### src/hdl/tgbc_pkg.sv
`default_nettype none
package tgbc_pkg;

    localparam int DIM_W    = 9;
    localparam int COORD_W  = 32;
    localparam int TSIZE_W  = 31;
    localparam int MAPDIM_W = 7;
    localparam int CELL_W   = 8;
    localparam int TILE_W   = 11;
    localparam int NUM_W    = 33;
    localparam int QUO_W    = 34;
    localparam int WIDE_W   = 42;
    localparam int CFG_IDX_W = 3;

    localparam int DEF_MAX_WIDTH  = 64;
    localparam int DEF_MAX_HEIGHT = 64;

    typedef enum logic [2:0] {
        ACT_WR_TILE  = 3'd0,
        ACT_WR_SOLID = 3'd1,
        ACT_RD_TILE  = 3'd2,
        ACT_RD_BLOCK = 3'd3,
        ACT_BOX      = 3'd4
    } t_action;

    typedef enum logic [2:0] {
        CFG_ORIGIN_X    = 3'd0,
        CFG_ORIGIN_Y    = 3'd1,
        CFG_TILE_WIDTH  = 3'd2,
        CFG_TILE_HEIGHT = 3'd3,
        CFG_MAP_WIDTH   = 3'd4,
        CFG_MAP_HEIGHT  = 3'd5
    } t_cfg_idx;

    typedef enum logic [3:0] {
        ST_CLEAR,
        ST_IDLE,
        ST_ADDR,
        ST_OP,
        ST_RD_DONE,
        ST_DIV_LOAD,
        ST_DIV_WAIT,
        ST_CLAMP,
        ST_CELL_ADDR,
        ST_CELL_READ,
        ST_CELL_CHECK,
        ST_RESULT
    } t_state;

endpackage
`default_nettype wire

### src/hdl/tgbc_div.sv
`default_nettype none
module tgbc_div (
    input  wire logic                                   i_clk,
    input  wire logic                                   i_rst_n,
    input  wire logic                                   i_start,
    input  wire logic signed [tgbc_pkg::NUM_W-1:0]      i_num,
    input  wire logic        [tgbc_pkg::TSIZE_W-1:0]    i_den,
    output logic                                        o_done,
    output logic signed      [tgbc_pkg::QUO_W-1:0]      o_quo
);
    import tgbc_pkg::*;

    localparam int CNT_W = $clog2(NUM_W + 1);

    logic [NUM_W-1:0]   r_mag, n_mag;
    logic [TSIZE_W-1:0] r_rem, n_rem;
    logic [TSIZE_W-1:0] r_den;
    logic [CNT_W-1:0]   r_cnt, n_cnt;
    logic               r_neg;
    logic               r_busy, n_busy;
    logic               r_done, n_done;
    logic [TSIZE_W:0]   shifted;
    logic [TSIZE_W+1:0] diff;

    always_comb begin
        shifted = {r_rem, r_mag[NUM_W-1]};
        diff    = {1'b0, shifted} - {2'b00, r_den};
        n_mag   = r_mag;
        n_rem   = r_rem;
        n_cnt   = r_cnt;
        n_busy  = r_busy;
        n_done  = 1'b0;
        if (r_busy) begin
            if (!diff[TSIZE_W+1]) begin
                n_rem = diff[TSIZE_W-1:0];
                n_mag = {r_mag[NUM_W-2:0], 1'b1};
            end else begin
                n_rem = shifted[TSIZE_W-1:0];
                n_mag = {r_mag[NUM_W-2:0], 1'b0};
            end
            n_cnt = r_cnt - CNT_W'(1);
            if (r_cnt == CNT_W'(1)) begin
                n_busy = 1'b0;
                n_done = 1'b1;
            end
        end
    end

    always_ff @(posedge i_clk) begin
        if (!i_rst_n) begin
            r_busy <= 1'b0;
            r_done <= 1'b0;
            r_cnt  <= '0;
        end else if (i_start) begin
            r_busy <= 1'b1;
            r_done <= 1'b0;
            r_cnt  <= CNT_W'(NUM_W);
        end else begin
            r_busy <= n_busy;
            r_done <= n_done;
            r_cnt  <= n_cnt;
        end
    end

    always_ff @(posedge i_clk) begin
        if (i_start) begin
            r_neg <= i_num[NUM_W-1];
            r_mag <= i_num[NUM_W-1] ? NUM_W'(-i_num) : NUM_W'(i_num);
            r_rem <= '0;
            r_den <= i_den;
        end else begin
            r_mag <= n_mag;
            r_rem <= n_rem;
        end
    end

    assign o_done = r_done;
    assign o_quo  = r_neg ? -$signed({1'b0, r_mag}) : $signed({1'b0, r_mag});

endmodule
`default_nettype wire

### config.mk
export PLATFORM = sky130hd
export DESIGN_NAME = tgbc_div
export DESIGN_NICKNAME = d
export VERILOG_FILES = /design/src/hdl/tgbc_pkg.sv /design/src/hdl/tgbc_div.sv
export SDC_FILE = /design/constraint.sdc
export NUM_CORES = 1
export LEC_CHECK = 0
export ABC_AREA = 1
export BUFFER_PORTS_ARGS = -buffer_cell sky130_fd_sc_hd__buf_2
export CORE_UTILIZATION = 55
export CTS_CLUSTER_SIZE = 12
export DETAILED_ROUTE_END_ITERATION = 7
export GPL_ROUTABILITY_DRIVEN = 0
export HOLD_SLACK_MARGIN = 0.03
export PLACE_DENSITY = 0.76
export SLEW_MARGIN = 15
export SYNTH_ARGS = -nofsm -noshare
export SYNTH_HDL_FRONTEND = slang
export SYNTH_SLANG_ARGS = --single-unit
export TNS_END_PERCENT = 1
### constraint.sdc
create_clock -name i_clk -period 6.3 [get_ports i_clk]
set_input_delay 0.63 -clock i_clk [delete_from_list [all_inputs] [get_ports i_clk]]
set_output_delay 0.63 -clock i_clk [all_outputs]
set_load 0.02 [all_outputs]
## Word level (Yosys, flattened, before mapping)

Cells that the tools add are included.

- Bits in registers: 104

- Add/sub/neg operators: 4
- Eq/ne operators: 1
- Mux-type cells: 12
- Bitwise logic cells: 2
- Reduce and logical (&&, ||, !) cells: 3

Operator list:

| kind | count |
|---|---|
| $mux W33 | 3 |
| $mux W34 | 1 |
| $neg A33 Y34 | 1 |
| $neg A33 Y33 | 1 |
| $sub A32 B31 Y33 | 1 |
| $mux W31 | 1 |
| $mux W6 | 2 |
| $eq A6 B1 Y1 const B | 1 |
| $sub A6 B1 Y6 const B | 1 |
| $mux W1 | 5 |
| $reduce_or A3 Y1 | 1 |
| $not A1 Y1 | 2 |
| $reduce_bool A2 Y1 | 1 |
| $reduce_or A2 Y1 | 1 |

## Depth between registers and ports, before layout

- Depth after elaboration: 4
- Depth in mapped cells: 17

## Least setup slack after synthesis

OpenSTA, ideal clock, no wires.

- Path kind: input to register
- From: input i_start
- To: register r_mag[0], enable pin
- Setup time: 0.410 ns
- Data arrival time: 2.207 ns
- Data required time: 5.890 ns
- Slack: 3.683 ns
- Cell stages on the path: 4
- Cell sequence: clkbuf_1 > nor2_2 > inv_1 > clkbuf_1

- Longest elaborated chain between the ends: 1

Ends and longest elaborated chain:

| item | RTL line | text |
|---|---|---|
| start: declaration | tgbc_div.sv:5 | `input wire logic i_start,` |
| $reduce_bool A2 Y1 (no line) | - |  |
| end signal: assignment | tgbc_div.sv:68 | `r_mag <= i_num[NUM_W-1] ? NUM_W'(-i_num) : NUM_W'(i_num);` |
| end signal: assignment | tgbc_div.sv:72 | `r_mag <= n_mag;` |
| end: declaration | tgbc_div.sv:15 | `logic [NUM_W-1:0] r_mag, n_mag;` |

Every way passes these cells.
A chain may end at the register's enable or synchronous reset.

## Worst setup path in the final report

- From: register r_mag[0]
- To: output o_quo[20] (netlist bit)

- Longest elaborated chain between the ends: 2

Ends and longest elaborated chain:

| item | RTL line | text |
|---|---|---|
| $neg A33 Y34 | tgbc_div.sv:78 | `assign o_quo = r_neg ? -$signed({1'b0, r_mag}) : $signed({1'b0, r_mag});` |
| $mux W34 | tgbc_div.sv:78 |  |
| end: declaration | tgbc_div.sv:9 | `output logic signed [tgbc_pkg::QUO_W-1:0] o_quo` |

Every way passes these cells.

==> results.sh <==
export IMPL_outcome="finished clean"
export IMPL_hold_buffers=0
export IMPL_syn_cell_area_um2=8581
export IMPL_whs_path_depth=1
export IMPL_cellLeakagePower_nw=4.995
export IMPL_worst_r2r_endpoint="r_rem[15]"
export IMPL_synth_async_reset_ratio_pct=0
export IMPL_slowest_stage="edfxtp_1"
export IMPL_cts_setup_buffers=0
export IMPL_slew_headroom_pct=34.76
export IMPL_vias=8197
export IMPL_combinationalPowerShare_pct=23.6
export IMPL_vias_per_cell=5.114
export IMPL_hold_worst_slack_ns=0.4418
export IMPL_timing_final_crit_share_pct=52.00
export IMPL_drv_cap=0
export IMPL_grt_pass1_wl_mm=35.25
export IMPL_cp_arrival_ns=2.65
export IMPL_rsz0062_at_grt="no"
export IMPL_die_x_um=126.9
export IMPL_rrSetupSlack_ns=3.26
export IMPL_row_count=45
export IMPL_dp_hpwl_mm=16.66
export IMPL_wl_per_cell_um=13.38
export IMPL_drtPass1Iterations=6
export IMPL_die_area_um2=16100
export IMPL_r2r_cells=15
export IMPL_ys_seq_area_share_pct=31.85
export IMPL_clkLatencyLatePin_ns=0.36
export IMPL_yosys_top_cells_count="nand2_1, inv_1, nor2_1"
export IMPL_holdCritPathClass="primary input to register"
export IMPL_coreArea_um2=15200
export IMPL_power_mw=1.773
export IMPL_portBuffers=101
export IMPL_path_clk_slew_ns=0.07
export IMPL_setup_violations=0
export IMPL_tns_ns=0
export IMPL_synth_warnings=0
export IMPL_final_seq_area_um2=2733
export IMPL_crit_chain="inv_1, ha_1, inv_1, nor3_1, nand2_1, inv_1, nand2_1, nand2_1, o21ai_1, nor2_2, xor2_1, buf_2"
export IMPL_fin_util_pct=62.29
export IMPL_cp_endpoint="o_quo[20]"
export IMPL_max_stage_delay_ns=0.41
export IMPL_synth_area_per_cell_um2=6.481
export IMPL_route_antenna_remaining_nets=0
export IMPL_synth_area_leaders="edfxtp_1, nand2_1, inv_1"
export IMPL_final_max_slew_violation_count=0
export IMPL_grt_max_degree=50
export IMPL_synth_top_area_share_pct=22.75
export IMPL_p_per_area_nw_per_um2=187.2
export IMPL_syn2layout_area_growth_pct=10.35
export IMPL_power_share_clock_pct=30.3
export IMPL_ctsResizeCount=0
export IMPL_tritoncts="yes"
export IMPL_syn_num_nets=1427
export IMPL_initialDrtViolationCount=492
export IMPL_worstPathRequired_ns=5.67
export IMPL_skew_ns=0.009449
export IMPL_clock_sinks=104
export IMPL_grt_use_total_pct=27.51
export IMPL_switching_power_mw=0.5785
export IMPL_n_fill_cell=1462
export IMPL_synth_top_flop_cell="edfxtp_1"
export IMPL_drt_total_wl_mm=21.44
export IMPL_layout_drive_gt1_share_pct=10.82
export IMPL_r2r_start="r_mag[32]"
export IMPL_hold_viol_final=0
export IMPL_vdd_ir_drop_max_mv=0.1389
export IMPL_synth_cell_types=41
export IMPL_grt_pass1_vias=7753
export IMPL_start_util_pct=56.44
export IMPL_nets=1512
export IMPL_crit_path_start="r_mag[0]"
export IMPL_yosysMostFrequentCell="nand2_1"
export IMPL_multiInputGateArea_um2=4751
export IMPL_chipHeight_um=126.9
export IMPL_power_frac_seq_pct=46.1
export IMPL_syn_inst=1324
export IMPL_yosys_area_top_type="edfxtp_1"
export IMPL_layout_min_cycle_time_ns=3.276
export IMPL_cts_root_buf="clkbuf_16"
export IMPL_clk_path_buf_depth=2
export IMPL_cp_start_kind="register"
export IMPL_htreeDepth=3
export IMPL_grt_overflow_total=0
export IMPL_synth_edf_count=65
export IMPL_drc_errors=0
export IMPL_p_int_mw=1.194
export IMPL_cp_max_fo=4
export IMPL_antenna_found_initial=0
export IMPL_swShare_pct=32.64
export IMPL_synth_seq_cells=104
export IMPL_endpoint_kind="output pin"
export IMPL_fmax_ghz=0.3052
export IMPL_worst_pin_slew_ns=0.9764
export IMPL_top_level_ports=102
export IMPL_numCtsBuffers=9
export IMPL_path_class="register to output pin"
through the flow:
stage | setup slack (ns) | cell area [um2] | instances
3_5_place_dp | 3.270 | 9193 | 1586
4_1_cts | 3.029 | 9467 | 1602
6_report | 3.024 | 9469 | 1603
2_1_floorplan | 3.683 | 8581 | 1324
5_1_grt | 2.872 | 9467 | 1602
3_3_place_gp | 3.281 | 9193 | 1586
routing by layer:
metal	track usage (%)	part of all wire, %
met4	10.71	3.2
met2	49.19	48
met5	0	0
met1	32.91	43
met3	4.555	5.8
critical path: cells and delay by family, from the launching register on:
family	cells	cell delay, ns
AND/OR/NAND/NOR	5	0.86
buffers and inverters	4	0.50
XOR/XNOR	1	0.22
flip-flops	1	0.41
AO/OA/AOI/OAI	1	0.13
adder cells (fa/ha/maj)	1	0.16
final cells by class:
type	count	share of cell area [%]
multi-input cells	939	50.17
flip-flops and latches	104	28.86
inverters	250	9.910
repair buffers	105	5.655
clock buffers	12	2.497
well taps	188	2.484
clock inverters	4	0.3964
diodes	1	0.02643
logic make-up (layout without fill, tap and decap cells):
kind of cell    count (synthesis)  count (layout)  synth area share, %
flops                         104             104                31.85
xor+xnor                       63              63                6.430
other cells                     0               1                    0
simple gates                  740             740                37.29
fa+ha+maj                      36              36                5.337
buf+inv                       281             371                12.82
compound gates                100             100                6.285
cells in the final DEF, fill, tap and decap left out, types with 2 or more instances in the layout:
cell,netlist,final
clkbuf_16,0,9
nor4_1,2,2
nor2_4,2,2
nand2_4,2,2
nand3_1,111,111
edfxtp_1,65,65
dfxtp_1,39,39
xnor2_1,22,22
nand2_1,427,427
a31oi_1,6,6
nor3_1,11,11
and2_4,2,2
nor3_2,3,3
xor2_1,41,41
ha_1,35,35
clkbuf_1,16,3
nand2_2,6,6
or2_2,2,2
o31ai_1,4,4
clkinv_4,0,2
buf_4,2,4
buf_2,6,101
nor2_1,121,120
nand3_2,7,7
a21oi_1,19,19
nor2_2,5,6
nand3b_1,23,23
a211oi_1,2,2
inv_2,3,4
o21ai_1,16,16
nand4_1,13,13
o21ai_0,50,50
inv_1,246,245
power groups by stage:
stage	Combinational [mW]	Clock (mW)	Sequential, mW
3_3_place_gp	0.411	0	0.830
4_1_cts	0.417	0.545	0.816
6_report	0.418	0.538	0.817
2_1_floorplan	0.288	0	0.820
3_5_place_dp	0.414	0	0.831
5_1_grt	0.464	0.563	0.823
how the worst min path moves through the flow:
stage               startpoint         to  slack, ns
floorplan            r_rem[18]  r_rem[18]       0.44
global placement     r_rem[21]  r_rem[21]       0.46
global route         i_den[16]  r_den[16]       0.43
detailed placement   r_rem[21]  r_rem[21]       0.46
finish                i_den[0]   r_den[0]       0.44
CTS                   i_den[2]   r_den[2]       0.43
state kept, by name (all words and copies together), names as in the netlist:
register  count
r_rem        31
r_busy        1
r_den        31
o_done        1
r_neg         1
r_cnt         6
r_mag        33
Power figures use the tool's default switching activity.
